**config.mk**
```make
export PLATFORM = sky130hd
export DESIGN_NAME = squelch_ramp_gate_core
export DESIGN_NICKNAME = d
export VERILOG_FILES = /design/src/hw/rtl/sqrg_pkg.sv /design/src/hw/rtl/sqrg_div.sv /design/src/hw/rtl/sqrg_mul.sv /design/src/hw/rtl/squelch_ramp_gate_core.sv
export SDC_FILE = /design/constraint.sdc
export NUM_CORES = 1
export LEC_CHECK = 0
export CAP_MARGIN = 10
export CORE_MARGIN = 3
export CORE_UTILIZATION = 65
export CTS_CLUSTER_SIZE = 8
export DETAILED_ROUTE_END_ITERATION = 6
export DONT_BUFFER_PORTS = 1
export PLACE_DENSITY = 0.79
export SLEW_MARGIN = 20
export SYNTH_ARGS = -nofsm -noshare
export SYNTH_HDL_FRONTEND = slang
export SYNTH_SLANG_ARGS = --single-unit
```
**constraint.sdc**
```tcl
create_clock -name clk -period 7.7 [get_ports clk]
set_clock_uncertainty 0.2 [all_clocks]
set_input_delay 1.155 -clock clk [delete_from_list [all_inputs] [get_ports clk]]
set_output_delay 1.155 -clock clk [all_outputs]
set_load 0.02 [all_outputs]
```
**src/hw/rtl/sqrg_pkg.sv**
```systemverilog
`timescale 1ns / 1ps
// ----------------------------------------------------------------------------
// Squelch ramp gate package
// Shared types and constants: sequencer states, squelch modes, the fixed-point
// constants of the raised-cosine envelope and the register indexes.
// ----------------------------------------------------------------------------
package sqrg_pkg;

    // Sequencer states of the top level.
    typedef enum logic [2:0] {
        ST_IDLE,
        ST_DIV,
        ST_POLY,
        ST_LOAD,
        ST_SCALE,
        ST_EMIT
    } seq_state_t;

    // Squelch modes.
    typedef enum logic [1:0] {
        MODE_MUTED   = 2'd0,
        MODE_ATTACK  = 2'd1,
        MODE_UNMUTED = 2'd2,
        MODE_DECAY   = 2'd3
    } squelch_mode_t;

    // Configuration port.
    localparam int CFG_DATA_WIDTH  = 16;
    localparam int CFG_INDEX_WIDTH = 1;
    localparam logic [CFG_INDEX_WIDTH-1:0] REG_RAMP_LENGTH = 1'b0;
    localparam logic [CFG_INDEX_WIDTH-1:0] REG_GATE_ENABLE = 1'b1;

    // Envelope arithmetic.
    localparam int GAIN_WIDTH  = 16;
    localparam int PHASE_BITS  = 24;
    localparam int MUL_WIDTH   = 32;
    localparam int POLY_STEPS  = 8;
    localparam logic [GAIN_WIDTH-1:0] GAIN_ONE  = 16'h8000;
    localparam logic [GAIN_WIDTH-1:0] GAIN_ZERO = 16'h0000;
    localparam logic [MUL_WIDTH-1:0] Q30_PI = 32'd3373259426;
    localparam logic [MUL_WIDTH-1:0] K1 = 32'd536870912;
    localparam logic [MUL_WIDTH-1:0] K2 = 32'd44739243;
    localparam logic [MUL_WIDTH-1:0] K3 = 32'd1491308;
    localparam logic [MUL_WIDTH-1:0] K4 = 32'd26631;
    localparam logic [MUL_WIDTH-1:0] K5 = 32'd296;
    localparam logic [MUL_WIDTH-1:0] K6 = 32'd2;

    // Handshake between the sequencer and a serial arithmetic unit.
    typedef struct packed {
        logic start;
        logic done;
    } unit_ctrl_t;

    // Series coefficient that follows a given multiply step of the Horner chain.
    function automatic logic [MUL_WIDTH-1:0] horner_coef(input logic [2:0] step);
        logic [MUL_WIDTH-1:0] coef;
        case (step)
            3'd2:    coef = K5;
            3'd3:    coef = K4;
            3'd4:    coef = K3;
            3'd5:    coef = K2;
            default: coef = K1;
        endcase
        return coef;
    endfunction

endpackage

```
**src/hw/rtl/sqrg_div.sv**
```systemverilog
`timescale 1ns / 1ps
// ----------------------------------------------------------------------------
// Squelch ramp gate phase divider
// Restoring divider, one quotient bit per cycle: phase = floor(k * 2^24 / n),
// with k clamped to n so that the phase never exceeds 2^24.
// ----------------------------------------------------------------------------
module sqrg_div #(
    parameter int RAMP_WIDTH = 16
) (
    input  logic                           clk,
    input  logic                           rst_n,
    input  logic                           start,
    input  logic [RAMP_WIDTH-1:0]          k,
    input  logic [RAMP_WIDTH-1:0]          n,
    output logic                           done,
    output logic [sqrg_pkg::PHASE_BITS:0]  phase
);

    localparam int PB = sqrg_pkg::PHASE_BITS;
    localparam int CW = $clog2(PB + 1);

    logic            busy_reg;
    logic            done_reg;
    logic [CW-1:0]   cnt_reg;
    logic [RAMP_WIDTH-1:0] rem_reg;
    logic [PB:0]     quo_reg;

    logic [RAMP_WIDTH:0] rem_dbl;
    logic [RAMP_WIDTH:0] rem_sub;
    logic                fits;

    // One trial subtraction of the doubled remainder.
    always_comb
    begin
        rem_dbl = {rem_reg, 1'b0};
        fits    = (rem_dbl >= {1'b0, n});
        rem_sub = rem_dbl - {1'b0, n};
    end

    // Iteration registers; a ramp counter at or above the ramp length skips the iterations.
    always_ff @(posedge clk or negedge rst_n)
    begin
        if (!rst_n)
        begin
            busy_reg <= 1'b0;
            done_reg <= 1'b0;
            cnt_reg  <= '0;
        end
        else
        begin
            done_reg <= 1'b0;
            if (start)
            begin
                if (k >= n)
                begin
                    busy_reg <= 1'b0;
                    done_reg <= 1'b1;
                end
                else
                begin
                    busy_reg <= 1'b1;
                    cnt_reg  <= CW'(PB);
                end
            end
            else if (busy_reg)
            begin
                cnt_reg <= cnt_reg - 1'b1;
                if (cnt_reg == CW'(1))
                begin
                    busy_reg <= 1'b0;
                    done_reg <= 1'b1;
                end
            end
        end
    end

    // Remainder and quotient.
    always_ff @(posedge clk)
    begin
        if (start)
        begin
            rem_reg <= k;
            if (k >= n)
                quo_reg <= (PB + 1)'(1) << PB;
            else
                quo_reg <= '0;
        end
        else if (busy_reg)
        begin
            rem_reg <= fits ? rem_sub[RAMP_WIDTH-1:0] : rem_dbl[RAMP_WIDTH-1:0];
            quo_reg <= {quo_reg[PB-1:0], fits};
        end
    end

    assign done  = done_reg;
    assign phase = quo_reg;

endmodule

```
**src/hw/rtl/sqrg_mul.sv**
```systemverilog
`timescale 1ns / 1ps
// ----------------------------------------------------------------------------
// Squelch ramp gate serial multiplier
// Unsigned 32 x 32 shift-and-add multiplier, one multiplier bit per cycle,
// using one 32-bit adder; the 64-bit product holds from done until next start.
// ----------------------------------------------------------------------------
module sqrg_mul (
    input  logic                                clk,
    input  logic                                rst_n,
    input  logic                                start,
    input  logic [sqrg_pkg::MUL_WIDTH-1:0]      a,
    input  logic [sqrg_pkg::MUL_WIDTH-1:0]      b,
    output logic                                done,
    output logic [2*sqrg_pkg::MUL_WIDTH-1:0]    product
);

    localparam int MW = sqrg_pkg::MUL_WIDTH;
    localparam int CW = $clog2(MW + 1);

    logic          busy_reg;
    logic          done_reg;
    logic [CW-1:0] cnt_reg;
    logic [MW-1:0] a_reg;
    logic [MW-1:0] hi_reg;
    logic [MW-1:0] lo_reg;
    logic [MW:0]   sum;

    // Add the multiplicand when the current multiplier bit is set.
    always_comb
    begin
        sum = {1'b0, hi_reg} + (lo_reg[0] ? {1'b0, a_reg} : {(MW + 1){1'b0}});
    end

    // Step counter.
    always_ff @(posedge clk or negedge rst_n)
    begin
        if (!rst_n)
        begin
            busy_reg <= 1'b0;
            done_reg <= 1'b0;
            cnt_reg  <= '0;
        end
        else
        begin
            done_reg <= 1'b0;
            if (start)
            begin
                busy_reg <= 1'b1;
                cnt_reg  <= CW'(MW);
            end
            else if (busy_reg)
            begin
                cnt_reg <= cnt_reg - 1'b1;
                if (cnt_reg == CW'(1))
                begin
                    busy_reg <= 1'b0;
                    done_reg <= 1'b1;
                end
            end
        end
    end

    // Partial product shifts right one bit per step.
    always_ff @(posedge clk)
    begin
        if (start)
        begin
            a_reg  <= a;
            hi_reg <= '0;
            lo_reg <= b;
        end
        else if (busy_reg)
        begin
            hi_reg <= sum[MW:1];
            lo_reg <= {sum[0], lo_reg[MW-1:1]};
        end
    end

    assign done    = done_reg;
    assign product = {hi_reg, lo_reg};

endmodule

```
**src/hw/rtl/squelch_ramp_gate_core.sv**
```systemverilog
`timescale 1ns / 1ps
// ----------------------------------------------------------------------------
// Squelch ramp gate core
// Squelch gate with raised-cosine attack and decay ramps on complex samples.
// ----------------------------------------------------------------------------
// Usage:
//   Input items (sample_i, sample_q, mute_request) enter on in_valid/in_ready;
//   result items (out_i, out_q and the burst marks) leave on out_valid/out_ready.
//   An item gives one result, or none while muted with gate_enable set.
//   Configuration is written through cfg_we/cfg_index/cfg_data while idle;
//   writing ramp_length reloads the envelope.
// Sequencing:
//   One item at a time. An item that gives a result goes through load, 16
//   serial multiply steps for the sample scaling and output; an item inside
//   a ramp first computes the envelope: the divider for the phase, then
//   8 serial multiplies for the cosine series. Items that give no result
//   and need no envelope leave the sequencer idle, ready for the next item.
// Reset and stall:
//   Reset puts the gate in muted mode with a start mark armed. A finished
//   result waits in the output register while the next item is accepted and
//   worked on; the block holds only when a second result is ready before
//   the first has been taken.
// ----------------------------------------------------------------------------
module squelch_ramp_gate_core #(
    parameter int SAMPLE_WIDTH = 16,
    parameter int RAMP_WIDTH   = 16
) (
    input  logic                                   clk,
    input  logic                                   rst_n,
    input  logic                                   cfg_we,
    input  logic [sqrg_pkg::CFG_INDEX_WIDTH-1:0]   cfg_index,
    input  logic [sqrg_pkg::CFG_DATA_WIDTH-1:0]    cfg_data,
    input  logic                                   in_valid,
    output logic                                   in_ready,
    input  logic signed [SAMPLE_WIDTH-1:0]         sample_i,
    input  logic signed [SAMPLE_WIDTH-1:0]         sample_q,
    input  logic                                   mute_request,
    output logic                                   out_valid,
    input  logic                                   out_ready,
    output logic signed [SAMPLE_WIDTH-1:0]         out_i,
    output logic signed [SAMPLE_WIDTH-1:0]         out_q,
    output logic                                   start_of_burst,
    output logic                                   end_of_burst,
    output logic                                   is_unmuted
);

    localparam int SW = SAMPLE_WIDTH;
    localparam int GW = sqrg_pkg::GAIN_WIDTH;
    localparam int PB = sqrg_pkg::PHASE_BITS;
    localparam int MW = sqrg_pkg::MUL_WIDTH;
    localparam int SCW = $clog2(GW + 1);

    // Control state.
    sqrg_pkg::seq_state_t    state_reg;
    sqrg_pkg::seq_state_t    state_next;
    sqrg_pkg::squelch_mode_t mode_reg;
    logic [RAMP_WIDTH-1:0]   ramp_length_reg;
    logic                    gate_enable_reg;
    logic [RAMP_WIDTH-1:0]   pos_reg;
    logic [GW-1:0]           gain_reg;
    logic                    start_pending_reg;
    logic                    start_waiting_reg;
    logic                    end_pending_reg;
    logic                    emit_hold_reg;
    logic                    muted_hold_reg;
    logic                    sob_hold_reg;
    logic                    eob_hold_reg;
    logic                    unm_hold_reg;
    logic                    mul_go_reg;
    logic [2:0]              step_reg;
    logic [SCW-1:0]          scnt_reg;
    logic                    out_valid_reg;

    // Payload registers.
    logic signed [SW-1:0]    smp_i_reg;
    logic signed [SW-1:0]    smp_q_reg;
    logic [PB-1:0]           ph_reg;
    logic                    flip_reg;
    logic [MW-1:0]           y_reg;
    logic [MW-1:0]           u_reg;
    logic [MW-1:0]           t_reg;
    logic [GW-1:0]           gsh_reg;
    logic [SW:0]             hi_i_reg;
    logic [SW:0]             hi_q_reg;
    logic [GW-1:0]           lo_i_reg;
    logic [GW-1:0]           lo_q_reg;
    logic signed [SW-1:0]    out_i_reg;
    logic signed [SW-1:0]    out_q_reg;
    logic                    sob_reg;
    logic                    eob_reg;
    logic                    unm_reg;

    // Step decision for the accepted item.
    sqrg_pkg::squelch_mode_t mode_new;
    logic [RAMP_WIDTH-1:0]   pos_new;
    logic [RAMP_WIDTH-1:0]   pos_inc;
    logic [RAMP_WIDTH-1:0]   env_k;
    logic                    sp_new;
    logic                    sw_new;
    logic                    ep_new;
    logic                    need_env;
    logic                    gain_load;
    logic [GW-1:0]           gain_val;
    logic                    emit;

    // Sequencer strobes.
    logic                    in_fire;
    logic                    emit_load;
    sqrg_pkg::unit_ctrl_t    div_ctrl;
    sqrg_pkg::unit_ctrl_t    mul_ctrl;

    // Arithmetic units and their operands.
    logic [PB:0]             phase;
    logic [MW-1:0]           mul_a;
    logic [MW-1:0]           mul_b;
    logic [2*MW-1:0]         product;
    logic [2*MW-31:0]        prod_hi;
    logic [GW-1:0]           half;
    logic [SW+1:0]           sum_i;
    logic [SW+1:0]           sum_q;
    logic [SW+GW:0]          full_i;
    logic [SW+GW:0]          full_q;
    logic [SW+GW+1:0]        rnd_i;
    logic [SW+GW+1:0]        rnd_q;
    logic [RAMP_WIDTH-1:0]   cfg_ramp;

    assign in_fire  = in_valid && in_ready;
    assign cfg_ramp = RAMP_WIDTH'(cfg_data);

    // Mode transition, ramp counter and burst marks for one item.
    always_comb
    begin
        mode_new  = mode_reg;
        pos_new   = pos_reg;
        sp_new    = start_pending_reg;
        sw_new    = start_waiting_reg;
        ep_new    = end_pending_reg;
        need_env  = 1'b0;
        env_k     = pos_reg;
        gain_load = 1'b0;
        gain_val  = sqrg_pkg::GAIN_ZERO;
        pos_inc   = (pos_reg != '1) ? pos_reg + 1'b1 : pos_reg;
        case (mode_reg)
            sqrg_pkg::MODE_MUTED:
            begin
                if (!mute_request)
                begin
                    if (ramp_length_reg != '0)
                        mode_new = sqrg_pkg::MODE_ATTACK;
                    else
                    begin
                        mode_new = sqrg_pkg::MODE_UNMUTED;
                        sp_new   = 1'b1;
                    end
                end
            end
            sqrg_pkg::MODE_UNMUTED:
            begin
                if (start_pending_reg)
                begin
                    sp_new = 1'b0;
                    sw_new = 1'b1;
                end
                if (mute_request)
                begin
                    if (ramp_length_reg != '0)
                        mode_new = sqrg_pkg::MODE_DECAY;
                    else
                    begin
                        mode_new = sqrg_pkg::MODE_MUTED;
                        ep_new   = 1'b1;
                    end
                end
            end
            sqrg_pkg::MODE_ATTACK:
            begin
                pos_new = pos_inc;
                if (ramp_length_reg == '0 || pos_inc >= ramp_length_reg)
                begin
                    mode_new  = sqrg_pkg::MODE_UNMUTED;
                    sp_new    = 1'b1;
                    gain_load = 1'b1;
                    gain_val  = sqrg_pkg::GAIN_ONE;
                end
                else
                begin
                    need_env = 1'b1;
                    env_k    = pos_inc;
                end
            end
            default:
            begin
                if (ramp_length_reg == '0 || pos_reg == '0)
                begin
                    pos_new   = '0;
                    gain_load = 1'b1;
                end
                else
                begin
                    pos_new  = pos_reg - 1'b1;
                    need_env = 1'b1;
                    env_k    = pos_reg - 1'b1;
                end
                if (pos_new == '0)
                begin
                    mode_new = sqrg_pkg::MODE_MUTED;
                    ep_new   = 1'b1;
                end
            end
        endcase
        emit = !(mode_new == sqrg_pkg::MODE_MUTED && gate_enable_reg);
    end

    // Sequencer next state.
    always_comb
    begin
        state_next = state_reg;
        case (state_reg)
            sqrg_pkg::ST_IDLE:
            begin
                if (in_fire)
                begin
                    if (need_env)
                        state_next = sqrg_pkg::ST_DIV;
                    else if (emit)
                        state_next = sqrg_pkg::ST_LOAD;
                end
            end
            sqrg_pkg::ST_DIV:
            begin
                if (div_ctrl.done)
                    state_next = sqrg_pkg::ST_POLY;
            end
            sqrg_pkg::ST_POLY:
            begin
                if (mul_ctrl.done && step_reg == 3'(sqrg_pkg::POLY_STEPS - 1))
                    state_next = emit_hold_reg ? sqrg_pkg::ST_LOAD : sqrg_pkg::ST_IDLE;
            end
            sqrg_pkg::ST_LOAD:
                state_next = sqrg_pkg::ST_SCALE;
            sqrg_pkg::ST_SCALE:
            begin
                if (scnt_reg == SCW'(1))
                    state_next = sqrg_pkg::ST_EMIT;
            end
            sqrg_pkg::ST_EMIT:
            begin
                if (!out_valid_reg || out_ready)
                    state_next = sqrg_pkg::ST_IDLE;
            end
            default:
                state_next = sqrg_pkg::ST_IDLE;
        endcase
    end

    // Sequencer outputs.
    always_comb
    begin
        in_ready       = (state_reg == sqrg_pkg::ST_IDLE);
        emit_load      = (state_reg == sqrg_pkg::ST_EMIT) && (!out_valid_reg || out_ready);
        div_ctrl.start = (state_reg == sqrg_pkg::ST_IDLE) && in_fire && need_env;
        mul_ctrl.start = mul_go_reg;
    end

    // Multiplier operands for each step of the envelope series.
    always_comb
    begin
        case (step_reg)
            3'd0:
            begin
                mul_a = MW'(ph_reg);
                mul_b = sqrg_pkg::Q30_PI;
            end
            3'd1:
            begin
                mul_a = y_reg;
                mul_b = y_reg;
            end
            default:
            begin
                mul_a = u_reg;
                mul_b = t_reg;
            end
        endcase
        prod_hi = product[2*MW-1:30];
        half    = GW'((prod_hi + (2*MW-29)'(32768)) >> 16);
    end

    sqrg_div #(
        .RAMP_WIDTH (RAMP_WIDTH)
    ) u_div (
        .clk   (clk),
        .rst_n (rst_n),
        .start (div_ctrl.start),
        .k     (env_k),
        .n     (ramp_length_reg),
        .done  (div_ctrl.done),
        .phase (phase)
    );

    sqrg_mul u_mul (
        .clk     (clk),
        .rst_n   (rst_n),
        .start   (mul_ctrl.start),
        .a       (mul_a),
        .b       (mul_b),
        .done    (mul_ctrl.done),
        .product (product)
    );

    // Serial sample scaling: one gain bit per cycle for both parts.
    always_comb
    begin
        sum_i  = {hi_i_reg[SW], hi_i_reg}
               + (gsh_reg[0] ? {{2{smp_i_reg[SW-1]}}, smp_i_reg} : {(SW + 2){1'b0}});
        sum_q  = {hi_q_reg[SW], hi_q_reg}
               + (gsh_reg[0] ? {{2{smp_q_reg[SW-1]}}, smp_q_reg} : {(SW + 2){1'b0}});
        full_i = {hi_i_reg, lo_i_reg};
        full_q = {hi_q_reg, lo_q_reg};
        rnd_i  = {full_i[SW+GW], full_i} + (SW + GW + 2)'(16384);
        rnd_q  = {full_q[SW+GW], full_q} + (SW + GW + 2)'(16384);
    end

    // Control registers.
    always_ff @(posedge clk or negedge rst_n)
    begin
        if (!rst_n)
        begin
            state_reg         <= sqrg_pkg::ST_IDLE;
            mode_reg          <= sqrg_pkg::MODE_MUTED;
            ramp_length_reg   <= RAMP_WIDTH'(4);
            gate_enable_reg   <= 1'b0;
            pos_reg           <= '0;
            gain_reg          <= sqrg_pkg::GAIN_ZERO;
            start_pending_reg <= 1'b1;
            start_waiting_reg <= 1'b0;
            end_pending_reg   <= 1'b0;
            emit_hold_reg     <= 1'b0;
            muted_hold_reg    <= 1'b1;
            sob_hold_reg      <= 1'b0;
            eob_hold_reg      <= 1'b0;
            unm_hold_reg      <= 1'b0;
            mul_go_reg        <= 1'b0;
            step_reg          <= '0;
            scnt_reg          <= '0;
            out_valid_reg     <= 1'b0;
        end
        else
        begin
            state_reg  <= state_next;
            mul_go_reg <= 1'b0;

            // Configuration writes.
            if (cfg_we)
            begin
                if (cfg_index == sqrg_pkg::REG_RAMP_LENGTH)
                begin
                    ramp_length_reg <= cfg_ramp;
                    gain_reg <= (cfg_ramp == '0) ? sqrg_pkg::GAIN_ONE : sqrg_pkg::GAIN_ZERO;
                end
                else if (cfg_index == sqrg_pkg::REG_GATE_ENABLE)
                    gate_enable_reg <= cfg_data[0];
            end

            // Accepted item: step the gate and hold the result marks.
            if (in_fire)
            begin
                mode_reg          <= mode_new;
                pos_reg           <= pos_new;
                start_pending_reg <= sp_new;
                emit_hold_reg     <= emit;
                muted_hold_reg    <= (mode_new == sqrg_pkg::MODE_MUTED);
                unm_hold_reg      <= (mode_new == sqrg_pkg::MODE_UNMUTED)
                                  || (mode_new == sqrg_pkg::MODE_ATTACK);
                sob_hold_reg      <= sw_new;
                eob_hold_reg      <= ep_new;
                if (emit)
                begin
                    start_waiting_reg <= 1'b0;
                    end_pending_reg   <= 1'b0;
                end
                else
                begin
                    start_waiting_reg <= sw_new;
                    end_pending_reg   <= ep_new;
                end
                if (gain_load)
                    gain_reg <= gain_val;
            end

            // Envelope series sequencing.
            if (state_reg == sqrg_pkg::ST_DIV && div_ctrl.done)
            begin
                step_reg   <= '0;
                mul_go_reg <= 1'b1;
            end
            if (state_reg == sqrg_pkg::ST_POLY && mul_ctrl.done)
            begin
                if (step_reg == 3'(sqrg_pkg::POLY_STEPS - 1))
                    gain_reg <= flip_reg ? sqrg_pkg::GAIN_ONE - half : half;
                else
                begin
                    step_reg   <= step_reg + 1'b1;
                    mul_go_reg <= 1'b1;
                end
            end

            // Scaling step counter.
            if (state_reg == sqrg_pkg::ST_LOAD)
                scnt_reg <= SCW'(GW);
            else if (state_reg == sqrg_pkg::ST_SCALE)
                scnt_reg <= scnt_reg - 1'b1;

            // Output register.
            if (emit_load)
                out_valid_reg <= 1'b1;
            else if (out_ready)
                out_valid_reg <= 1'b0;
        end
    end

    // Datapath registers.
    always_ff @(posedge clk)
    begin
        if (in_fire)
        begin
            smp_i_reg <= sample_i;
            smp_q_reg <= sample_q;
        end

        // Fold the phase onto the first half of the ramp.
        if (state_reg == sqrg_pkg::ST_DIV && div_ctrl.done)
        begin
            flip_reg <= (phase > (PB + 1)'(1) << (PB - 1));
            if (phase > (PB + 1)'(1) << (PB - 1))
                ph_reg <= PB'(((PB + 1)'(1) << PB) - phase);
            else
                ph_reg <= phase[PB-1:0];
            t_reg <= sqrg_pkg::K6;
        end

        // Results of the envelope multiplies.
        if (state_reg == sqrg_pkg::ST_POLY && mul_ctrl.done)
        begin
            case (step_reg)
                3'd0:    y_reg <= product[PB+MW-1:PB];
                3'd1:    u_reg <= product[MW+29:30];
                3'd7:    t_reg <= t_reg;
                default: t_reg <= sqrg_pkg::horner_coef(step_reg) - product[MW+29:30];
            endcase
        end

        // Sample scaling.
        if (state_reg == sqrg_pkg::ST_LOAD)
        begin
            gsh_reg  <= muted_hold_reg ? sqrg_pkg::GAIN_ZERO : gain_reg;
            hi_i_reg <= '0;
            hi_q_reg <= '0;
            lo_i_reg <= '0;
            lo_q_reg <= '0;
        end
        else if (state_reg == sqrg_pkg::ST_SCALE)
        begin
            gsh_reg  <= gsh_reg >> 1;
            hi_i_reg <= sum_i[SW+1:1];
            hi_q_reg <= sum_q[SW+1:1];
            lo_i_reg <= {sum_i[0], lo_i_reg[GW-1:1]};
            lo_q_reg <= {sum_q[0], lo_q_reg[GW-1:1]};
        end

        // Round to nearest and hand the item to the output register.
        if (emit_load)
        begin
            out_i_reg <= rnd_i[SW+14:15];
            out_q_reg <= rnd_q[SW+14:15];
            sob_reg   <= sob_hold_reg;
            eob_reg   <= eob_hold_reg;
            unm_reg   <= unm_hold_reg;
        end
    end

    assign out_valid      = out_valid_reg;
    assign out_i          = out_i_reg;
    assign out_q          = out_q_reg;
    assign start_of_burst = sob_reg;
    assign end_of_burst   = eob_reg;
    assign is_unmuted     = unm_reg;

endmodule

```
Word level (Yosys, flattened, before mapping)
Cells that the tools add are included.
- add/sub/neg operators: 16
- $lt $le $gt $ge: 4
- equality and inequality tests: 30
- muxes and demuxes: 103
- bitwise operators: 2
- reductions and logical operators: 41
- operators with widths (cell ; number):
    16-bit 2-to-1 mux ; 21
    32-bit 2-to-1 mux ; 7
    32-bit case mux with 2 select lines ; 3
    30-bit case mux with 4 select lines ; 1
    25-bit 2-to-1 mux ; 3
    16-bit logical NOT ; 4
    16-bit case mux with 2 select lines ; 2
    31-bit by 16-bit adder with 31-bit output (second input constant) ; 2
    18-bit adder ; 2
    18-bit 2-to-1 mux ; 2
    32-bit by 32-bit adder with 33-bit output ; 1
    1-bit 2-to-1 mux ; 33
    32-bit by 16-bit adder with 32-bit output (second input constant) ; 1
    16-bit >= comparator ; 2
    32-bit subtractor ; 1
    3-bit 2-to-1 mux ; 10
    25-bit by 24-bit greater-than comparator with 1-bit output (second input constant) ; 1
    5-bit 2-to-1 mux ; 5
    24-bit 2-to-1 mux ; 1
    1-bit by 24-bit subtractor with 24-bit output (first input constant) ; 1
    3-bit case mux with 6 select lines ; 1
    17-bit by 16-bit >= comparator with 1-bit output ; 1
    16-bit by 1-bit adder with 16-bit output (second input constant) ; 1
    16-bit != test (second input constant) ; 1
    35 further kinds ; 89
- register bits: 494
- input bits: 55
- output and inout bits: 37
- logic and storage cells: 242

Logic depth before layout (Yosys ltp)
Gate-level depths: netlist of run 1.
- depth after elaboration: 13
- gate-level depth with buffers: 28
- depth with buffers taken out: 26

Hierarchy
From an unflattened synthesis of run 1, not the netlist that was laid out.
- cells, all modules: 2750
- area total of the unflattened synthesis: 27345.0 um^2
- modules (own cells, without submodules) (module ; instances ; cells an instance ; area each (um^2) ; sequential area each (um^2)):
    squelch_ramp_gate_core ; 1 ; 1890 ; 18290.0 ; 8692.1
    sqrg_mul ; 1 ; 540 ; 5750.5 ; 2762.6
    sqrg_div ; 1 ; 320 ; 3304.4 ; 1406.3

Worst setup path after synthesis of run 1
No wires, ideal clock.
- path type: register to register
- start point: register pos_reg[6]
- end point: register u_div.cnt_reg[1]
- setup time: 122 ps
- arrival time: 5342 ps
- required time: 7378 ps
- setup slack: 2036 ps
- stages on the path, launching flop included: 29
- buffers on the path: 2
- period minus slack after synthesis: 5664 ps
- cell sequence: dfrtp_1 clkbuf_1 and4_1 nand4_1 or3_1 clkbuf_1 nand4_1 nor2_1 xnor2_1 inv_1 ha_1 a21o_1 nand3_1 a21oi_1 a2111oi_0 nand3b_1 nor2_1 nor3_1 a311oi_1 ha_1 nand2b_1 a21o_1 a21o_1 a21oi_1 o211a_1 o311ai_0 nand2_1 nand2_1 o2bb2ai_1
- longest elaborated chain between the ends: 9
- elaborated cells on any way between the ends: 20
- those cells by class: 2 x add/sub; 2 x order compare; 2 x eq/ne; 8 x mux; 6 x reduce/logical
- RTL lines (element ; line ; RTL):
    start: declaration ; squelch_ramp_gate_core.sv:59 ; logic [RAMP_WIDTH-1:0] pos_reg;
    start signal: assignment ; squelch_ramp_gate_core.sv:369 ; pos_reg <= pos_new;
    16-bit by 1-bit adder with 16-bit output or 16-bit != test (tied branches) ; squelch_ramp_gate_core.sv:142 ; pos_inc = (pos_reg != '1) ? pos_reg + 1'b1 : pos_reg;
    16-bit 2-to-1 mux ; squelch_ramp_gate_core.sv:142 ;
    16-bit >= comparator ; squelch_ramp_gate_core.sv:178 ; if (ramp_length_reg == '0 || pos_inc >= ramp_length_reg)
    1-bit logical OR ; squelch_ramp_gate_core.sv:178 ;
    16-bit 2-to-1 mux or 1-bit 2-to-1 mux (tied branches) ; squelch_ramp_gate_core.sv:178 ;
    16-bit case mux with 2 select lines or 1-bit case mux with 2 select lines (tied branches) ; squelch_ramp_gate_core.sv:143 ; case (mode_reg)
    16-bit >= comparator or 1-bit logical AND (tied branches) ; sqrg_div.sv:54, squelch_ramp_gate_core.sv:261 ;
    2-bit != test (no source line) or 2-bit nonzero test (tied branches) ; n/a ;
    2-bit AND reduction (no source line) ; n/a ;
    end signal: assignment ; sqrg_div.sv:62 ; cnt_reg <= CW'(PB);
    end signal: assignment ; sqrg_div.sv:67 ; cnt_reg <= cnt_reg - 1'b1;
    end: declaration ; sqrg_div.sv:24 ; logic [CW-1:0] cnt_reg;
Several ways; a longest one is shown, not always the timed one.
A chain may end at the register's enable or synchronous reset.

Final worst setup path of run 1
- start point: register pos_reg[9]
- end point: register u_div.cnt_reg[1]
The elaborated chain is that of the path after synthesis.

==> impl_metrics.csv, run 1 <==
group,metric,value,unit
sta,fmaxAchievable,147,MHz
yosys,synth_largest_area_cell,"edfxtp_1",
place,port-buffer-count,0,
run_status,failed_checks,"design-rule violations",
critical_path,critical_path_required,7.96,ns
critical_path,r2r_slack,0.89,ns
place,routabilityCongestion,0.940,
cts,setup_buffers_after_cts,0,
run_status,run_status,"complete, but fails checks",
sta,hold_viol,0,
power,sequential_share_of_power,38.0,%
drt,detail_route.first_pass.iterations,7,
cts,total_clock_buffers_created_by_cts,68,
yosys,netlist_top_cells_count,"nand2_1 (347), edfxtp_1 (309), o21ai_0 (200)",
cts,clk_root_buffer_cell,"clkbuf_16",
cts,clock_insertion_delay_worst_skew,0.59,ns
sta,timing.final.max_slew_violations,0,
place,hpwlAfterDp,48.2,mm
critical_path,cpLargestDelayFamily,"compound AO/OA/AOI/OAI gates",
yosys,synthDominantCellAreaShare,34.8,%
yosys,postSynthRegisterBits,466,
sta,finalHoldWorstSlack,0.0819,ns
critical_path,critical_path_arrival,7.07,ns
finish,area_growth_from_synthesis_to_layout,9.08,%
critical_path,cpPeakStageDelay,0.69,ns
power,clockPowerShare,25.9,%
yosys,post_synth_main_area_contributors,"edfxtp_1 (35%), dfrtp_1 (7.9%), ha_1 (7.3%), dfxtp_1 (5.3%), nand2_1 (4.9%)",
drt,dr_total_vias,21200,
power,cellPowerDensity,370,mW/mm^2
yosys,ys_seq_area_share,48.3,%
critical_path,number_of_cells_on_the_worst_reg_to_reg_path,23,
sta,finalSetupTns,0,ns
sta,timing.final.crit_period,6.81,ns
critical_path,critical_path_peak_fanout,11,
finish,drive_above_1_share,5.84,%
floorplan,core.rowCount,73,
grt,grt_antenna_before_repair,2,
floorplan,floorplan.io_pins,92,
drt,wl_per_cell,21.6,um
yosys,most_used_standard_cell_by_instance_count_after_synthesis,"nand2_1",
critical_path,reg2reg_to,"u_div.cnt_reg[1]$_DFFE_PN0P_",
sta,final-setup-viol-count,0,
drt,avgViaCountPerCell,6.47,
yosys,asyncSetResetFlopFracSynth,18.7,%
cts,tritoncts,"done",
floorplan,die_width,208,um
finish,filler_cell_count,2866,
grt,pin_count_of_the_biggest_net_entering_global_routing,88,
critical_path,most_frequent_cell_on_the_critical_path,"nand2_1",
power,p_sw_share,38.1,%
yosys,dominantRegCellSynth,"edfxtp_1",
finish,area_of_combinational_cells_with_multiple_inputs,0.0129,mm^2
floorplan,die_height,208,um
floorplan,fp.dieArea,0.0434,mm^2
power,p_comb_share,36.2,%
min_path,min-delay-path-class,"input port to asynchronous set/reset pin",
flow_run,drv_cap,0,
floorplan,core_area,0.0401,mm^2
sta,period_share,88.5,%
critical_path,worst_setup_path_end_kind,"register",
power,max-vdd-ir-drop,0.279,mV
cts,cts_repair_resize_count,0,
yosys,netlist_instances,2713,
finish,num-nets-final,2903,
drt,detail_route.iter0.violations,1956,
critical_path,timing.critical_path.slowest_stage_cell,"or3_1",
sta,tightestPinTransition,1.09,ns
cts,clock_path_buffers,3,
yosys,synth_enable_flop_cells,309,
yosys,number_of_distinct_library_cell_variants_in_the_gate_level_netlist_after_synthesis,91,
drt,wirelength,70.6,mm
drt,drc,1,
cts,ctsHtreeMaxLevel,3,
yosys,synthesis.area,0.0266,mm^2
finish,layout.core_utilization,72.5,%
critical_path,kind_of_start_point_of_the_critical_path,"register",
floorplan,start_util,66.4,%
grt,grt_pass1_vias,20600,
cts,cts.reportedPaths.clkPinSlew,0.05,ns
finish,ff_latch_area,0.0129,mm^2
power,total_leakage_power,11.5,nW
power,power.switching,4.10,mW
cts,clock_sink_count,466,
drt,antenna_violating_nets_post_route,0,
grt,groute.usage.overall,32.1,%
yosys,synthesis.area_per_instance,9.82,um^2
cts,cts_hold_buffers,0,
critical_path,path_class,"register to register",
grt,total_global_routing_overflow,0,
critical_path,path_buf_inv,1,
power,power.internal,6.66,mW
yosys,synth_nets,2929,
critical_path,timing.rr.start,"pos_reg[9]$_DFFE_PN0P_",
yosys,synth.yosys.warnings,0,
critical_path,path_cells,"and4_1 -> nand4_1 -> or3_1 -> nand2b_1 -> nor3_1 -> xor2_1 -> ha_1 -> a21o_1 -> nand3_1 -> a21oi_1 -> a2111oi_0 -> nand3_1 -> nand2_1 -> a21oi_1 -> a311oi_1 -> ha_1 -> a2111oi_0 -> o211a_1 -> o311ai_0 -> buf_4 -> nand2_1 -> nand2_1 -> o2bb2ai_1",
sta,grt_setup_unrepaired,"false",
sta,max_slew_margin,26.4,%
grt,grt_pass1_wl,112,mm
-- cell type report --
| cell class | instances | area share [%] |
|---|---|---|
| diodes | 2 | 0.0172 |
| repair buffers | 28 | 0.724 |
| inverters | 104 | 1.35 |
| flip-flops and latches | 466 | 44.3 |
| clock inverters | 6 | 0.215 |
| clock buffers | 119 | 6.59 |
| well taps | 525 | 2.26 |
| multi-input cells | 2019 | 44.6 |
-- worst reg2reg max path, delay by kind of cell, from the launching register on --
family	cells	cell delay, ns
AO/OA/AOI/OAI	9	2.46
AND/OR/NAND/NOR	10	2.32
adder cells (fa/ha/maj)	2	0.62
flip-flops	1	0.60
XOR/XNOR	1	0.29
buffers and inverters	1	0.21
-- power by group through the flow --
stage | Sequential, mW | Clock, mW | Combinational (mW)
after floorplan | 3.77 | 0 | 3.02
after global placement | 4.06 | 0 | 3.66
after detailed placement | 4.09 | 0 | 3.79
after CTS | 4.06 | 2.80 | 3.84
after global routing | 4.14 | 2.92 | 4.30
final | 4.08 | 2.78 | 3.89
-- layer usage --
metal	global-route usage [%]	share of wire, %
met5	0	0.011
met4	10.9	3.2
met3	5.61	8.5
met2	51.1	47
met1	44.8	41
-- kinds of logic (layout without fill, tap and decap cells) --
kind of cell,after synthesis,after routing,synth area share (%)
XOR/XNOR,195,195,6.41
other,0,2,0
flip-flops,466,466,48.3
buffers and inverters,228,257,3.30
adder cells (fa/ha/maj),161,161,7.70
AO/OA/AOI/OAI,653,653,15.5
multiplexers,28,28,1.10
AND/OR/NAND/NOR,982,982,17.7
-- how the worst max path moves through the flow --
stage | from | end | slack (ns) | depth (start not counted)
2_1_floorplan | pos_reg[6]$_DFFE_PN0P_ | u_div.cnt_reg[1]$_DFFE_PN0P_ | 2.04 | 28
3_3_place_gp | pos_reg[9]$_DFFE_PN0P_ | u_div.cnt_reg[1]$_DFFE_PN0P_ | 1.05 | 26
3_5_place_dp | pos_reg[9]$_DFFE_PN0P_ | u_div.cnt_reg[1]$_DFFE_PN0P_ | 0.99 | 23
4_1_cts | pos_reg[9]$_DFFE_PN0P_ | u_div.cnt_reg[1]$_DFFE_PN0P_ | 0.95 | 23
5_1_grt | pos_reg[2]$_DFFE_PN0P_ | u_div.cnt_reg[3]$_DFFE_PN0P_ | 0.33 | 25
6_report | pos_reg[9]$_DFFE_PN0P_ | u_div.cnt_reg[1]$_DFFE_PN0P_ | 0.89 | 23
-- cell usage in the layout, fill, tap and decap left out, types with 25 or more instances in the layout --
cell type,n
a22o_1,29
dfrtp_1,83
nor3_1,52
clkbuf_16,69
o21ai_0,200
nand3_1,89
a21o_1,30
a22oi_1,29
nand2b_1,30
a31oi_1,35
nor2b_1,25
nand2_1,347
xnor2_1,117
and2_1,86
ha_1,156
nor2_1,196
a21oi_1,153
and3_1,27
edfxtp_1,309
buf_4,28
nand4_1,26
inv_1,102
clkbuf_1,50
dfxtp_1,70
xor2_1,78
-- metrics by stage --
| step | worst slack, ns | cell area [um^2] | power, mW | std cells |
|---|---|---|---|---|
| after floorplan | 2.04 | 26600 | 6.79 | 2713 |
| after global placement | 1.05 | 27100 | 7.71 | 3142 |
| after detailed placement | 0.988 | 27100 | 7.88 | 3142 |
| after CTS | 0.947 | 29000 | 10.7 | 3267 |
| after global routing | 0.326 | 29100 | 11.4 | 3269 |
| final | 0.888 | 29100 | 10.8 | 3269 |
Power figures use the tool's default switching activity.
==> run 2, diff against run 1 <==
--- a/config.mk
+++ b/config.mk
@@ -7,11 +7,11 @@
 export LEC_CHECK = 0
 export CAP_MARGIN = 10
 export CORE_MARGIN = 3
-export CORE_UTILIZATION = 65
+export CORE_UTILIZATION = 59
 export CTS_CLUSTER_SIZE = 8
 export DETAILED_ROUTE_END_ITERATION = 6
 export DONT_BUFFER_PORTS = 1
-export PLACE_DENSITY = 0.79
+export PLACE_DENSITY = 0.76
 export SLEW_MARGIN = 20
 export SYNTH_ARGS = -nofsm -noshare
 export SYNTH_HDL_FRONTEND = slang
==> constraint.sdc (replaced) <==
create_clock -name clk -period 6.1 [get_ports clk]
set_clock_uncertainty 0.2 [all_clocks]
set_input_delay 0.915 -clock clk [delete_from_list [all_inputs] [get_ports clk]]
set_output_delay 0.915 -clock clk [all_outputs]
set_load 0.02 [all_outputs]
==> run 2 against run 1 <==
Against the previous run:
- the run ends with negative hold slack left
- fmax rose by 20%
- critical path type unchanged
- die area rose by 9.9%
- global-route usage fell by 2.7 points
- critical endpoint is now u_div.cnt_reg[4]$_DFFE_PN0P_
- register-to-register slack got worse by 0.46 ns
- first-iteration DRC count rose by 3.0%
- power rose by 27%
- largest power group unchanged
- cell count rose by 2.9%
- worst setup slack got worse by 0.46 ns
- non-clock buffer count rose by 32
- final area rose by 1.3%
==> impl_metrics.csv, run 2 (same netlist as run 1, synthesis figures left out) <==
group,metric,value,unit
drt,detail_route.first_pass.iterations,6,
drt,dr_total_vias,20900,
place,hpwlAfterDp,48.4,mm
critical_path,worst_setup_path_end_kind,"register",
grt,grt_pass1_vias,20600,
floorplan,fp.dieArea,0.0477,mm^2
floorplan,die_height,218,um
place,port-buffer-count,0,
finish,drive_above_1_share,7.11,%
critical_path,critical_path_required,6.40,ns
drt,drc,0,
finish,area_growth_from_synthesis_to_layout,10.6,%
sta,final-setup-viol-count,0,
floorplan,die_width,218,um
sta,timing.final.max_slew_violations,0,
sta,fmaxAchievable,176,MHz
critical_path,critical_path_arrival,5.97,ns
min_path,min-delay-path-class,"input port to asynchronous set/reset pin",
power,max-vdd-ir-drop,0.239,mV
cts,clk_root_buffer_cell,"clkbuf_16",
cts,cts.reportedPaths.clkPinSlew,0.05,ns
sta,grt_setup_unrepaired,"false",
finish,final_cell_mix,"nand2_1 (347), edfxtp_1 (309), o21ai_0 (200)",
drt,wirelength,69.9,mm
cts,setup_buffers_after_cts,0,
critical_path,critical_path_peak_fanout,6,
sta,max_slew_margin,22.7,%
grt,groute.usage.overall,29.4,%
cts,total_clock_buffers_created_by_cts,68,
drt,wl_per_cell,20.8,um
critical_path,path_class,"register to register",
power,total_leakage_power,11.7,nW
run_status,failed_checks,"negative hold slack",
finish,layout_commonest_cell,"nand2_1",
grt,grt_pass1_wl,111,mm
floorplan,core_area,0.0444,mm^2
floorplan,floorplan.io_pins,92,
sta,tightestPinTransition,1.16,ns
place,routabilityCongestion,0.943,
finish,layout.core_utilization,66.3,%
grt,total_global_routing_overflow,0,
critical_path,kind_of_start_point_of_the_critical_path,"register",
grt,pin_count_of_the_biggest_net_entering_global_routing,88,
cts,clock_sink_count,466,
run_status,run_status,"complete, but fails checks",
floorplan,start_util,60.0,%
cts,clock_path_buffers,3,
power,cellPowerDensity,462,mW/mm^2
grt,grt_antenna_before_repair,2,
cts,clock_insertion_delay_worst_skew,0.60,ns
sta,period_share,93.0,%
drt,avgViaCountPerCell,6.22,
finish,num-nets-final,2935,
cts,ctsHtreeMaxLevel,3,
flow_run,drv_cap,0,
cts,tritoncts,"done",
drt,antenna_violating_nets_post_route,0,
sta,timing.final.crit_period,5.67,ns
sta,hold_viol,1,
floorplan,core.rowCount,77,
drt,detail_route.iter0.violations,2015,
sta,finalSetupTns,0,ns
sta,finalHoldWorstSlack,-0.000657,ns
-- run 2: changes by cell type in the layout (fill, tap and decap cells not counted), sizes merged --
| cell | previous run | this run |
|---|---|---|
| diode | 2 | 1 |
| clkinv | 0 | 2 |
| buf | 28 | 60 |
| inv | 109 | 107 |
| clkbuf | 119 | 118 |
| clkinvlp | 1 | 0 |
-- run 2: critical path, cell delays in order (launching register included) --
cell	delay, ns
dfrtp_1	0.34
and3_1	0.23
nand4_1	0.20
or3_4	0.48
nand2b_1	0.13
nor3_1	0.07
xor2_1	0.15
ha_1	0.31
a21o_1	0.18
nand3_1	0.07
a21oi_1	0.06
a2111oi_0	0.39
buf_4	0.19
nand3b_1	0.12
nor2_2	0.16
nor3_1	0.07
a311oi_2	0.31
ha_1	0.28
nand2b_1	0.14
a21o_1	0.18
a21o_1	0.17
a21oi_1	0.17
o211a_1	0.16
o311ai_0	0.15
buf_4	0.18
nand2_1	0.17
o21ai_0	0.11
o21ai_0	0.17
-- run 2: path summary, 6_finish.rpt --
check                           slack (ns)  cells after the start                        endpoint                  startpoint
worst max register to register        0.43                     27    u_div.cnt_reg[4]$_DFFE_PN0P_      pos_reg[4]$_DFFE_PN0P_
worst min-delay path               -0.0007                      1  ramp_length_reg[6]$_DFFE_PN0P_                       rst_n
max in group asynchronous             5.22                      1            mul_go_reg$_DFF_PN0_                       rst_n
worst min register to register        0.25                      0              y_reg[5]$_DFFE_PP_  u_mul.lo_reg[29]$_DFFE_PP_
min in group clk                      0.21                      0          smp_q_reg[6]$_DFFE_PP_                 sample_q[6]
worst max-delay path                  0.43                     27    u_div.cnt_reg[4]$_DFFE_PN0P_      pos_reg[4]$_DFFE_PN0P_
-- run 2: stage by stage --
| stage | setup slack, ns | std cells | power, mW | instance area [um^2] |
|---|---|---|---|---|
| 2_1_floorplan | 0.436 | 2713 | 8.56 | 26600 |
| 3_3_place_gp | 0.500 | 3239 | 9.78 | 27400 |
| 3_5_place_dp | 0.396 | 3239 | 9.98 | 27400 |
| 4_1_cts | 0.350 | 3363 | 13.6 | 29400 |
| 5_1_grt | 0.0209 | 3365 | 14.4 | 29400 |
| 6_report | 0.428 | 3365 | 13.6 | 29400 |
-- run 2: cell type report --
type / instances / area (um^2)
Antenna cell: 1 / 2.50
Clock buffer: 118 / 1930
Clock inverter: 5 / 58.8
Fill cell: 3388 / 15000
Inverter: 104 / 393
Multi-Input combinational cell: 2019 / 13000
Sequential cell: 466 / 12900
Tap cell: 592 / 741
Timing Repair Buffer: 60 / 474
-- run 2: timing repair --
action | in CTS | in global routing
resized for setup | 0 | 6
endpoints found under the setup margin | 0 | 7
hold buffers | 1 | 0
endpoints found under the hold margin | 87 | 0
-- run 2: routing by layer --
| layer | up-vias | wire length [um] | GRT usage (%) |
|---|---|---|---|
| li1 | 9824 | - | - |
| met1 | 10100 | 29200 | 38.8 |
| met2 | 822 | 32900 | 47.6 |
| met3 | 189 | 5020 | 5.80 |
| met4 | 2 | 2740 | 12.2 |
| met5 | - | 13 | 0 |
-- run 2: power by group --
part / internal [mW] / switching [mW] / leakage, nW
Clock: 2.14 / 1.40 / 0.949
Combinational: 2.06 / 2.97 / 6.10
Sequential: 4.28 / 0.756 / 4.62
==> run 3, diff against run 2 <==
==> constraint.sdc (replaced) <==
create_clock -name clk -period 6.1 [get_ports clk]
set_clock_uncertainty 0.2 [all_clocks]
set_input_delay 0.61 -clock clk [delete_from_list [all_inputs] [get_ports clk]]
set_output_delay 0.61 -clock clk [all_outputs]
set_load 0.02 [all_outputs]
==> run 3 against run 2 <==
Against the previous run:
- the run ends with design-rule violations left
- routed wire length up 2.0%
- hold slack better by 0.073 ns
- clock-buffer cell count unchanged
- sequential share of layout area down 0.72 points
- core utilization up 1.1 points
- register-to-register slack better by 0.02 ns
- flip-flop and latch count unchanged
- sequential power about the same
- combinational power up 1%
- critical path depth unchanged
- fmax up 0.37%
- final area up 1.7%
- critical endpoint unchanged
- largest cell class unchanged
- largest power group is now combinational cells
- highest routed layer unchanged
==> impl_metrics.csv, run 3 (same netlist as run 1, synthesis figures left out) <==
group,metric,value,unit
drt,wirelength,71.2,mm
drt,detail_route.iter0.violations,1858,
critical_path,critical_path_required,6.39,ns
drt,routedLengthMet1,29.6,mm
drt,drc,1,
cts,tritoncts,"done",
finish,drive_above_1_share,6.98,%
finish,layout_commonest_cell,"nand2_1",
sta,timing.final.max_slew_violations,0,
min_path,min-delay-path-class,"input port to register",
run_status,run_status,"complete, but fails checks",
power,p_sw_share,37.7,%
finish,final_cell_mix,"nand2_1 (347), edfxtp_1 (309), o21ai_0 (200)",
flow_run,drv_cap,0,
sta,final-setup-viol-count,0,
finish,filler_cell_count,3320,
power,power.internal,8.51,mW
floorplan,fp.dieArea,0.0477,mm^2
cts,setup_buffers_after_cts,0,
drt,met3WireLength,4.97,mm
drt,topRoutingLayerUsed,"met5",
sta,period_share,92.6,%
power,total_leakage_power,11.9,nW
drt,avgViaCountPerCell,6.21,
power,clockPowerShare,26.0,%
cts,clk_root_buffer_cell,"clkbuf_16",
grt,total_global_routing_overflow,0,
drt,detail_route.first_pass.iterations,7,
floorplan,start_util,60.0,%
grt,grt_pass1_vias,21000,
sta,tightestPinTransition,1.17,ns
cts,clock_path_buffers,3,
floorplan,floorplan.io_pins,92,
cts,ctsHtreeMaxLevel,3,
grt,grt_antenna_before_repair,1,
cts,clock_sink_count,466,
power,power.total,13.7,mW
critical_path,critical_path_peak_fanout,6,
sta,finalSetupTns,0,ns
grt,pin_count_of_the_biggest_net_entering_global_routing,88,
run_status,failed_checks,"design-rule violations",
sta,timing.final.crit_period,5.65,ns
critical_path,critical_path_arrival,5.94,ns
drt,dr_total_vias,21200,
sta,hold_viol,0,
power,p_comb_share,37.1,%
sta,fmaxAchievable,177,MHz
place,hpwlAfterDp,48.4,mm
sta,max_slew_margin,21.8,%
floorplan,core.rowCount,77,
critical_path,worst_setup_path_end_kind,"register",
critical_path,path_class,"register to register",
power,power.switching,5.15,mW
sta,grt_setup_unrepaired,"false",
finish,area_growth_from_synthesis_to_layout,12.4,%
cts,total_clock_buffers_created_by_cts,68,
cts,clock_insertion_delay_worst_skew,0.60,ns
power,sequential_share_of_power,36.9,%
floorplan,core_area,0.0444,mm^2
critical_path,kind_of_start_point_of_the_critical_path,"register",
cts,cts.reportedPaths.clkPinSlew,0.05,ns
finish,layout.core_utilization,67.4,%
grt,groute.usage.overall,29.8,%
floorplan,die_width,218,um
power,max-vdd-ir-drop,0.248,mV
drt,antenna_violating_nets_post_route,0,
floorplan,die_height,218,um
finish,num-nets-final,2984,
place,port-buffer-count,0,
place,routabilityCongestion,0.943,
drt,wl_per_cell,20.9,um
drt,met2WireLength,33.8,mm
grt,grt_pass1_wl,113,mm
power,cellPowerDensity,456,mW/mm^2
[run 3: cell types whose count changed in the layout (fill, tap and decap cells not counted), sizes merged]
cell         delta
dlygate4sd3    +49
[run 3: per-layer routing]
metal  track usage [%]  vias up
met4              12.9        2
li1                  -     9928
met3              5.66      189
met2              48.8      823
met1              39.0    10200
met5                 0        -
[run 3: cell type report]
| cell class | count | area [um^2] | share of cell area, % |
|---|---|---|---|
| Antenna cell | 1 | 2.50 | 0.00836 |
| Clock buffer | 118 | 1930 | 6.45 |
| Clock inverter | 5 | 58.8 | 0.196 |
| Inverter | 104 | 393 | 1.31 |
| Multi-Input combinational cell | 2019 | 13000 | 43.4 |
| Sequential cell | 466 | 12900 | 43.0 |
| Tap cell | 592 | 741 | 2.47 |
| Timing Repair Buffer | 109 | 965 | 3.22 |
[run 3: per-stage QoR]
stage	setup WS [ns]	hold slack (ns)	instances	area, um^2
2_1_floorplan	0.436	0.114	2713	26600
3_3_place_gp	0.500	0.117	3239	27400
6_report	0.449	0.0722	3414	29900
4_1_cts	0.350	0.0479	3412	29900
3_5_place_dp	0.396	0.119	3239	27400
5_1_grt	0.0209	0.0618	3413	29900
[run 3: path summary, 6_finish.rpt]
kind,slack (ns),start,to,cells past startpoint
max,0.45,pos_reg[4]$_DFFE_PN0P_,u_div.cnt_reg[4]$_DFFE_PN0P_,27
min,0.07,cfg_index,gate_enable_reg$_DFFE_PN0P_,2
max reg2reg,0.45,pos_reg[4]$_DFFE_PN0P_,u_div.cnt_reg[4]$_DFFE_PN0P_,27
min reg2reg,0.25,u_mul.lo_reg[29]$_DFFE_PP_,y_reg[5]$_DFFE_PP_,0
max in group asynchronous,4.86,rst_n,mul_go_reg$_DFF_PN0_,2
min in group asynchronous,0.36,rst_n,ramp_length_reg[6]$_DFFE_PN0P_,2
[run 3: what timing repair did]
item / in CTS / in global routing
resized for setup: 0 / 6
endpoints found under the hold margin: 136 / 0
hold buffers: 50 / 0
endpoints found under the setup margin: 0 / 7
[run 3: worst max-delay path, cell delays in order, from the launching register on]
cell	delay [ns]
dfrtp_1	0.34
and3_1	0.23
nand4_1	0.20
or3_4	0.47
nand2b_1	0.13
nor3_1	0.07
xor2_1	0.15
ha_1	0.31
a21o_1	0.18
nand3_1	0.07
a21oi_1	0.06
a2111oi_0	0.39
buf_4	0.19
nand3b_1	0.12
nor2_2	0.16
nor3_1	0.07
a311oi_2	0.31
ha_1	0.28
nand2b_1	0.14
a21o_1	0.18
a21o_1	0.17
a21oi_1	0.17
o211a_1	0.16
o311ai_0	0.14
buf_4	0.18
nand2_1	0.17
o21ai_0	0.12
o21ai_0	0.17
[run 3: power groups by stage]
| stage | clock (mW) | combinational [mW] | sequential (mW) |
|---|---|---|---|
| CTS | 3.59 | 4.99 | 5.02 |
| floorplan | 0 | 3.81 | 4.76 |
| finish | 3.55 | 5.07 | 5.04 |
| detailed placement | 0 | 4.90 | 5.07 |
| global placement | 0 | 4.73 | 5.04 |
| global route | 3.74 | 5.62 | 5.12 |
